--- config.mk ---
export PLATFORM = sky130hd
export DESIGN_NAME = websocket_frame_decoder
export DESIGN_NICKNAME = d
export VERILOG_FILES = /design/src/wfd_pkg.sv /design/src/websocket_frame_decoder.sv
export SDC_FILE = /design/constraint.sdc
export NUM_CORES = 1
export LEC_CHECK = 0
export ABC_AREA = 1
export BUFFER_PORTS_ARGS = -buffer_cell sky130_fd_sc_hd__buf_2
export CORE_MARGIN = 8
export CORE_UTILIZATION = 55
export DETAILED_ROUTE_END_ITERATION = 7
export GPL_TIMING_DRIVEN = 0
export PLACE_DENSITY_LB_ADDON = 0.12
export SLEW_MARGIN = 20
export SYNTH_ARGS = -nofsm -noshare
export SYNTH_HDL_FRONTEND = slang
export SYNTH_SLANG_ARGS = --single-unit
--- constraint.sdc ---
create_clock -name clk -period 3.7 [get_ports clk]
set_input_delay 0.74 -clock clk [delete_from_list [all_inputs] [get_ports clk]]
set_output_delay 0.74 -clock clk [all_outputs]
set_load 0.05 [all_outputs]
--- src/wfd_pkg.sv ---
// ----------------------------------------------------------------------------
// WebSocket frame decoder package
// Shared widths, result kinds and register reset values.
// ----------------------------------------------------------------------------
package wfd_pkg;

	localparam int LENGTH_BITS_DEF = 24;

	localparam int BYTE_W    = 8;
	localparam int KIND_W    = 2;
	localparam int OPCODE_W  = 4;
	localparam int FLEN_W    = 24;
	localparam int MAXLEN_W  = 24;
	localparam int TDATA_W   = 40;
	localparam int HCOUNT_W  = 3;

	localparam logic [MAXLEN_W-1:0] MAX_PAYLOAD_RESET = MAXLEN_W'(65536);

	localparam logic [6:0] LEN_ESC16 = 7'd126;
	localparam logic [6:0] LEN_ESC64 = 7'd127;

	localparam logic [HCOUNT_W-1:0] EXT16_COUNT = HCOUNT_W'(1);
	localparam logic [HCOUNT_W-1:0] EXT64_COUNT = HCOUNT_W'(7);
	localparam logic [HCOUNT_W-1:0] KEY_COUNT   = HCOUNT_W'(3);

	typedef enum logic [KIND_W-1:0] {
		KIND_PAYLOAD = 2'd0,
		KIND_HEADER  = 2'd1,
		KIND_ERROR   = 2'd2
	} kind_t;

endpackage

--- src/websocket_frame_decoder.sv ---
// ----------------------------------------------------------------------------
// WebSocket frame decoder
// Byte-serial frame header parser with payload unmasking and length check.
// ----------------------------------------------------------------------------
// Channel   Dir  Handshake          Content
// s_*       in   s_tvalid/s_tready  tdata[7:0] stream_byte
// m_*       out  m_tvalid/m_tready  tdata header/payload fields, tuser kind,
//                                   tlast end of frame
// cfg_*     in   cfg_valid/cfg_ready cfg_data[23:0] max_payload_bytes
//
// One byte per cycle while s_tready is high; a result is registered in the output
// register as its byte is taken, set by the single parse stage.
// Reset clears the parser to the first header byte and the limit to 65536.
// s_tready falls only while a result waits and m_tready is low.
// After an oversize error every byte is taken and dropped until reset.
// ----------------------------------------------------------------------------
module websocket_frame_decoder
	import wfd_pkg::*;
#(
	parameter int LENGTH_BITS = LENGTH_BITS_DEF
) (
	input  logic                 clk,
	input  logic                 arst_n,
	input  logic                 s_tvalid,
	output logic                 s_tready,
	input  logic [BYTE_W-1:0]    s_tdata,   // [7:0] stream_byte
	output logic                 m_tvalid,
	input  logic                 m_tready,
	output logic [TDATA_W-1:0]   m_tdata,   // [0] final_fragment, [4:1] frame_opcode,
	                                        // [5] was_masked, [29:6] frame_length,
	                                        // [37:30] payload_value, [39:38] zero
	output logic [KIND_W-1:0]    m_tuser,   // [1:0] item_kind
	output logic                 m_tlast,   // end_of_frame
	input  logic                 cfg_valid,
	output logic                 cfg_ready,
	input  logic [MAXLEN_W-1:0]  cfg_data   // [23:0] max_payload_bytes
);

	localparam int CMP_W = (LENGTH_BITS > FLEN_W) ? LENGTH_BITS : FLEN_W;

	typedef enum logic [2:0] {
		PH_FIRST,
		PH_SECOND,
		PH_EXTLEN,
		PH_MASKKEY,
		PH_PAYLOAD,
		PH_ERROR
	} phase_t;

	phase_t                   phase_q, phase_d;
	logic [HCOUNT_W-1:0]      hcount_q, hcount_d;
	logic [LENGTH_BITS-1:0]   len_q, len_d;
	logic                     ovf_q, ovf_d;
	logic [31:0]              mask_q, mask_d;
	logic [1:0]               mpos_q, mpos_d;
	logic [LENGTH_BITS-1:0]   left_q, left_d;
	logic                     fin_q, fin_d;
	logic [OPCODE_W-1:0]      opc_q, opc_d;
	logic                     mflag_q, mflag_d;
	logic [MAXLEN_W-1:0]      max_q;

	logic                     res_vld;
	kind_t                    res_kind;
	logic [BYTE_W-1:0]        res_val;
	logic                     res_eof;
	logic                     len_done;
	logic                     hdr_done;
	logic                     oversize;
	logic [LENGTH_BITS+7:0]   len_shift;
	logic [CMP_W-1:0]         len_sat;
	logic [BYTE_W-1:0]        key_byte;

	logic                     m_tvalid_q;
	kind_t                    kind_q;
	logic                     ofin_q;
	logic [OPCODE_W-1:0]      oopc_q;
	logic                     omask_q;
	logic [FLEN_W-1:0]        olen_q;
	logic [BYTE_W-1:0]        oval_q;
	logic                     oeof_q;

	logic                     take;

	assign s_tready  = !m_tvalid_q || m_tready;
	assign cfg_ready = 1'b1;
	assign take      = s_tvalid && s_tready;

	assign len_shift = {len_q, s_tdata};
	assign oversize  = ovf_d || (CMP_W'(len_d) > CMP_W'(max_q));
	assign len_sat   = ovf_d ? CMP_W'({LENGTH_BITS{1'b1}}) : CMP_W'(len_d);

	always_comb begin
		unique case (mpos_q)
			2'd0:    key_byte = mask_q[31:24];
			2'd1:    key_byte = mask_q[23:16];
			2'd2:    key_byte = mask_q[15:8];
			default: key_byte = mask_q[7:0];
		endcase
	end

	always_comb begin
		phase_d  = phase_q;
		hcount_d = hcount_q;
		len_d    = len_q;
		ovf_d    = ovf_q;
		mask_d   = mask_q;
		mpos_d   = mpos_q;
		left_d   = left_q;
		fin_d    = fin_q;
		opc_d    = opc_q;
		mflag_d  = mflag_q;
		res_vld  = 1'b0;
		res_kind = KIND_PAYLOAD;
		res_val  = '0;
		res_eof  = 1'b0;
		len_done = 1'b0;
		hdr_done = 1'b0;

		unique case (phase_q)
			PH_SECOND: begin
				mflag_d = s_tdata[7];
				ovf_d   = 1'b0;
				if (s_tdata[6:0] == LEN_ESC16 || s_tdata[6:0] == LEN_ESC64) begin
					hcount_d = (s_tdata[6:0] == LEN_ESC16) ? EXT16_COUNT : EXT64_COUNT;
					len_d    = '0;
					phase_d  = PH_EXTLEN;
				end else begin
					len_d    = LENGTH_BITS'(s_tdata[6:0]);
					len_done = 1'b1;
				end
			end
			PH_EXTLEN: begin
				len_d = len_shift[LENGTH_BITS-1:0];
				ovf_d = ovf_q || (|len_shift[LENGTH_BITS+7:LENGTH_BITS]);
				if (hcount_q == '0) begin
					len_done = 1'b1;
				end else begin
					hcount_d = hcount_q - 1'b1;
				end
			end
			PH_MASKKEY: begin
				mask_d = {mask_q[23:0], s_tdata};
				if (hcount_q == '0) begin
					hdr_done = 1'b1;
				end else begin
					hcount_d = hcount_q - 1'b1;
				end
			end
			PH_PAYLOAD: begin
				res_vld  = 1'b1;
				res_kind = KIND_PAYLOAD;
				res_val  = mflag_q ? (s_tdata ^ key_byte) : s_tdata;
				mpos_d   = mpos_q + 1'b1;
				left_d   = left_q - 1'b1;
				res_eof  = (left_d == '0);
				if (res_eof) begin
					phase_d = PH_FIRST;
				end
			end
			PH_ERROR: begin
				phase_d = PH_ERROR;
			end
			default: begin
				fin_d    = s_tdata[7];
				opc_d    = s_tdata[OPCODE_W-1:0];
				mflag_d  = 1'b0;
				len_d    = '0;
				ovf_d    = 1'b0;
				hcount_d = '0;
				phase_d  = PH_SECOND;
			end
		endcase

		if (len_done) begin
			if (oversize) begin
				res_vld  = 1'b1;
				res_kind = KIND_ERROR;
				phase_d  = PH_ERROR;
			end else if (mflag_d) begin
				hcount_d = KEY_COUNT;
				mask_d   = '0;
				phase_d  = PH_MASKKEY;
			end else begin
				hdr_done = 1'b1;
			end
		end

		if (hdr_done) begin
			left_d   = len_d;
			mpos_d   = '0;
			res_vld  = 1'b1;
			res_kind = KIND_HEADER;
			res_eof  = (len_d == '0);
			phase_d  = (len_d == '0) ? PH_FIRST : PH_PAYLOAD;
		end
	end

	always_ff @(posedge clk or negedge arst_n) begin
		if (!arst_n) begin
			phase_q    <= PH_FIRST;
			hcount_q   <= '0;
			len_q      <= '0;
			ovf_q      <= 1'b0;
			mask_q     <= '0;
			mpos_q     <= '0;
			left_q     <= '0;
			fin_q      <= 1'b0;
			opc_q      <= '0;
			mflag_q    <= 1'b0;
			max_q      <= MAX_PAYLOAD_RESET;
			m_tvalid_q <= 1'b0;
			kind_q     <= KIND_PAYLOAD;
			ofin_q     <= 1'b0;
			oopc_q     <= '0;
			omask_q    <= 1'b0;
			olen_q     <= '0;
			oval_q     <= '0;
			oeof_q     <= 1'b0;
		end else begin
			if (cfg_valid && cfg_ready) begin
				max_q <= cfg_data;
			end
			if (take) begin
				phase_q  <= phase_d;
				hcount_q <= hcount_d;
				len_q    <= len_d;
				ovf_q    <= ovf_d;
				mask_q   <= mask_d;
				mpos_q   <= mpos_d;
				left_q   <= left_d;
				fin_q    <= fin_d;
				opc_q    <= opc_d;
				mflag_q  <= mflag_d;
			end
			if (s_tready) begin
				m_tvalid_q <= take && res_vld;
			end
			if (take && res_vld) begin
				kind_q  <= res_kind;
				ofin_q  <= fin_d;
				oopc_q  <= opc_d;
				omask_q <= mflag_d;
				olen_q  <= len_sat[FLEN_W-1:0];
				oval_q  <= res_val;
				oeof_q  <= res_eof;
			end
		end
	end

	assign m_tvalid = m_tvalid_q;
	assign m_tuser  = kind_q;
	assign m_tlast  = oeof_q;
	assign m_tdata  = {2'b00, oval_q, olen_q, omask_q, oopc_q, ofin_q};

`ifndef NO_ASSERTIONS
	a_error_is_last: assert property (@(posedge clk) disable iff (!arst_n)
		m_tvalid && m_tready && (m_tuser == KIND_ERROR) |=> !m_tvalid)
		else $error("result delivered after oversize error");

	a_error_no_eof: assert property (@(posedge clk) disable iff (!arst_n)
		m_tvalid && m_tlast |-> (m_tuser != KIND_ERROR))
		else $error("end of frame marked on error result");

	a_payload_left: assert property (@(posedge clk) disable iff (!arst_n)
		(phase_q == PH_PAYLOAD) |-> (left_q != '0))
		else $error("payload phase with no bytes left");
`endif

endmodule
==> run_results.csv <==
group,metric,value,unit
sta,slew_headroom,0.5193,
place,place_hpwl,20310,um
setup_path,cp_data_arrival_time,3840,ps
sta,worstMarginPinSlew,721.0,ps
floorplanning,core,0.01664,mm2
grt,grt_pass1_vias,8456,
cts,clk_pin_slew,70,ps
sta,maxSlewViolCount,0,
drt,num_vias,9099,
yosys,synth_edf_count,0,
yosys,synth_cells,1301,
yosys,yosysTopAreaCellShare,0.4276,
floorplanning,die-area,0.02145,mm2
yosys,async_flop_share,1.000,
yosys,ys.flop_type,"dfrtp_1",
finish,drive_above_1_share,0.1350,
cts,cts.sinks,161,
grt,gr-total-overflow,0,
worst_hold_path,hp-class,"in2async",
sta,period_needed,3526,ps
setup_path,required,4010,ps
floorplanning,die_y,146.5,um
drt,wirelength,27570,um
floorplanning,die_w,146.5,um
sta,worst_slack,173.7,ps
drt,ant_nets,0,
grt,grt_usage,0.2559,
drt,drc_errors,0,
setup_path,critPathMaxFanout,10,
yosys,avgSynthCellArea,7.197,um2
place,numPortBuffers,78,
setup_path,critPathCaptureType,"flip-flop",
yosys,yosysSeqAreaShare,0.4304,
drt,drt_iter0_drc,842,
finish,layoutNonFillerInstCount,1635,
grt,grt_max_degree,99,
sta,setup_viol,0,
run_status,status,"completed",
finish,antenna_cells,0,
grt,antenna_found_initial,0,
floorplanning,placementRows,47,
cts,tritoncts,"done",
floorplanning,start_util,0.5626,
sta,hold_viol_final,0,
cts,postCtsHoldBufs,0,
place,place_ws,-319.7,ps
yosys,synth-warning-count,0,
power,p_leak,5.673,nW
cts,clockRootBuffer,"clkbuf_16",
run,cap_violations,0,
cts,h-tree-depth,4,
yosys,syn_area,0.009363,mm2
yosys,yosys-top-cells-area,"dfrtp_1 (43%), nand2_1 (16%), o21ai_0 (7.7%)",
place,routabilityCongestion,0.9137,
cts,cts_buffers,17,
power,ir_drop,0.4105,mV
floorplanning,ios,83,
cts,clock_latency,430,ps
drt,vias_per_cell,5.565,
setup_path,worst-r2r-cell-count,24,
sta,fin_skew,9.621,ps
setup_path,critical_path_class,"reg2reg",
drt,avgRoutedWirePerCell,16.86,um
grt,grt_pass1_wl,44240,um
yosys,ys_types,41,
setup_path,start_kind,"flip-flop",
yosys,ys_seq_elements,161,
sta,clock.fmax,0.2836,GHz
finish,area_growth,15.37,%
drt,firstDrtPassIters,5,
cts,clock_path_buffers,2,
power,power_density,751.7,mW/mm2
sta,min_period_over_period,0.9531,
finish,fin_nets,1471,
yosys,synth_largest_area_cell,"dfrtp_1",
place,post-place-cells,1601,
[worst paths after layout]
kind                                         from  slack (ps)                endpoint
hold / removal                             arst_n         250  mask_q[21]$_DFFE_PN0P_
hold reg to reg              opc_q[3]$_DFFE_PN0P_         490    opc_q[3]$_DFFE_PN0P_
max in group asynchronous                  arst_n        2580   max_q[16]$_DFFE_PN1P_
min in group clk             opc_q[3]$_DFFE_PN0P_         490    opc_q[3]$_DFFE_PN0P_
setup reg to reg           phase_q[0]$_DFFE_PN0P_         170   olen_q[0]$_DFFE_PN0P_
setup / recovery           phase_q[0]$_DFFE_PN0P_         170   olen_q[0]$_DFFE_PN0P_
[flip-flops by register name, summed over array words and instances (netlist names), 2 cells and up]
register	count
hcount_q	3
left_q	24
len_q	24
m_tuser	2
mask_q	32
max_q	24
mpos_q	2
olen_q	24
oopc_q	4
opc_q	4
oval_q	8
phase_q	3
[logic make-up (layout without fill, tap and decap cells)]
family,count (synthesis),after routing,synth area share
fa+ha+maj,32,32,0.04276
compound gates,278,278,0.1596
flops,161,161,0.4304
simple gates,601,601,0.2594
other cells,2,3,0.0008021
xor+xnor,12,12,0.01123
buf+inv,214,327,0.09461
mux,1,1,0.001203
[cells in the mapped netlist (all sizes together) (2+ instances only)]
| master | number |
|---|---|
| a21oi | 54 |
| a22oi | 6 |
| conb | 2 |
| inv | 142 |
| xor2 | 11 |
| nand2 | 409 |
| a31oi | 8 |
| ha | 32 |
| clkbuf | 33 |
| dfrtp | 160 |
| nor2 | 94 |
| nor3 | 6 |
| nand4 | 7 |
| buf | 38 |
| o22ai | 38 |
| nand3 | 84 |
| o21ai | 165 |
| o221ai | 2 |
| o211ai | 2 |
[stage by stage]
stage | utilization | hold slack (ps) | power [W] | setup TNS [ps] | cell area [um2]
floorplan | - | 444.4 | 0.005192 | 0 | 9366
global placement | 0.6028 | 462.9 | 0.006100 | -121370 | 10030
detailed placement | 0.6051 | 474.3 | 0.006198 | -23430 | 10070
CTS | 0.6416 | 269.5 | 0.007975 | 0 | 10680
global route | 0.6490 | 274.1 | 0.008676 | -52.39 | 10800
finish | 0.6490 | 245.5 | 0.008120 | 0 | 10800
[power by group]
part	switching (W)	internal [W]	leakage, nW
logic	0.00265	0.00115	3.26
registers	0.000356	0.00220	2.14
clock network	0.000734	0.00103	0.278
total	0.00374	0.00438	5.67
[metal layers]
layer / GRT usage / wire length (um) / part of all wire / vias up
li1: - / - / - / 4406
met1: 0.3638 / 12580 / 0.46 / 4271
met2: 0.3843 / 12220 / 0.44 / 382
met3: 0.05315 / 2285 / 0.083 / 40
met4: 0.07573 / 484 / 0.018 / 0
met5: 0 / 0 / 0 / -
[layout by cell type (no fill, tap or decap), types with 3 or more instances in the layout]
cell type / Yosys / layout
clkbuf_16: 0 / 17
nand2_4: 1 / 3
dfrtp_1: 160 / 160
nand2_1: 405 / 401
a31oi_1: 8 / 8
buf_2: 20 / 92
a22oi_2: 0 / 5
nor2_1: 92 / 89
nor3_1: 4 / 4
clkbuf_2: 1 / 3
inv_2: 8 / 13
clkbuf_1: 32 / 34
nand2_2: 3 / 5
o21ai_1: 21 / 20
o22ai_1: 37 / 34
conb_1: 2 / 3
o21ai_2: 0 / 6
inv_1: 134 / 129
xor2_1: 11 / 11
nor2_2: 1 / 4
ha_1: 32 / 32
o21ai_0: 144 / 139
nand3_1: 83 / 82
buf_4: 7 / 8
o22ai_2: 1 / 3
a21oi_1: 53 / 53
buf_6: 4 / 4
nand4_1: 7 / 7
clkinv_2: 0 / 3
clkbuf_4: 0 / 5
buf_1: 7 / 7
[what timing repair did]
item                       in CTS  in global routing
gates resized for setup         8                 36
setup buffers                   0                  2
pin swaps                       0                  3
gates cloned                    0                  0
setup endpoints to repair      42                101
[critical path: stages (launching register included)]
cell,delay (ps)
dfrtp_1,360
buf_4,160
nand3_1,130
nand2_2,110
buf_6,160
buf_6,150
a22oi_2,160
inv_1,120
ha_1,310
nand2_1,60
nor2_1,110
nand2_1,70
inv_1,70
nand2_1,60
nor2_1,150
nand2_1,90
nand3_1,120
nand2_2,130
nand3_2,130
nand3_2,100
nand2_4,120
nand2_2,80
clkbuf_4,190
o21ai_0,170
nand2_1,80
[cell type report]
| type | instances | area, um2 |
|---|---|---|
| Sequential cell | 161 | 4030 |
| Fill cell | 1483 | 5841 |
| Buffer | 71 | 364.1 |
| Clock inverter | 9 | 107.6 |
| Timing Repair Buffer | 81 | 455.4 |
| Inverter | 143 | 536.8 |
| Tap cell | 220 | 275.3 |
| Clock buffer | 23 | 467.9 |
| Multi-Input combinational cell | 927 | 4564 |
(Power assumes the default switching activity.)
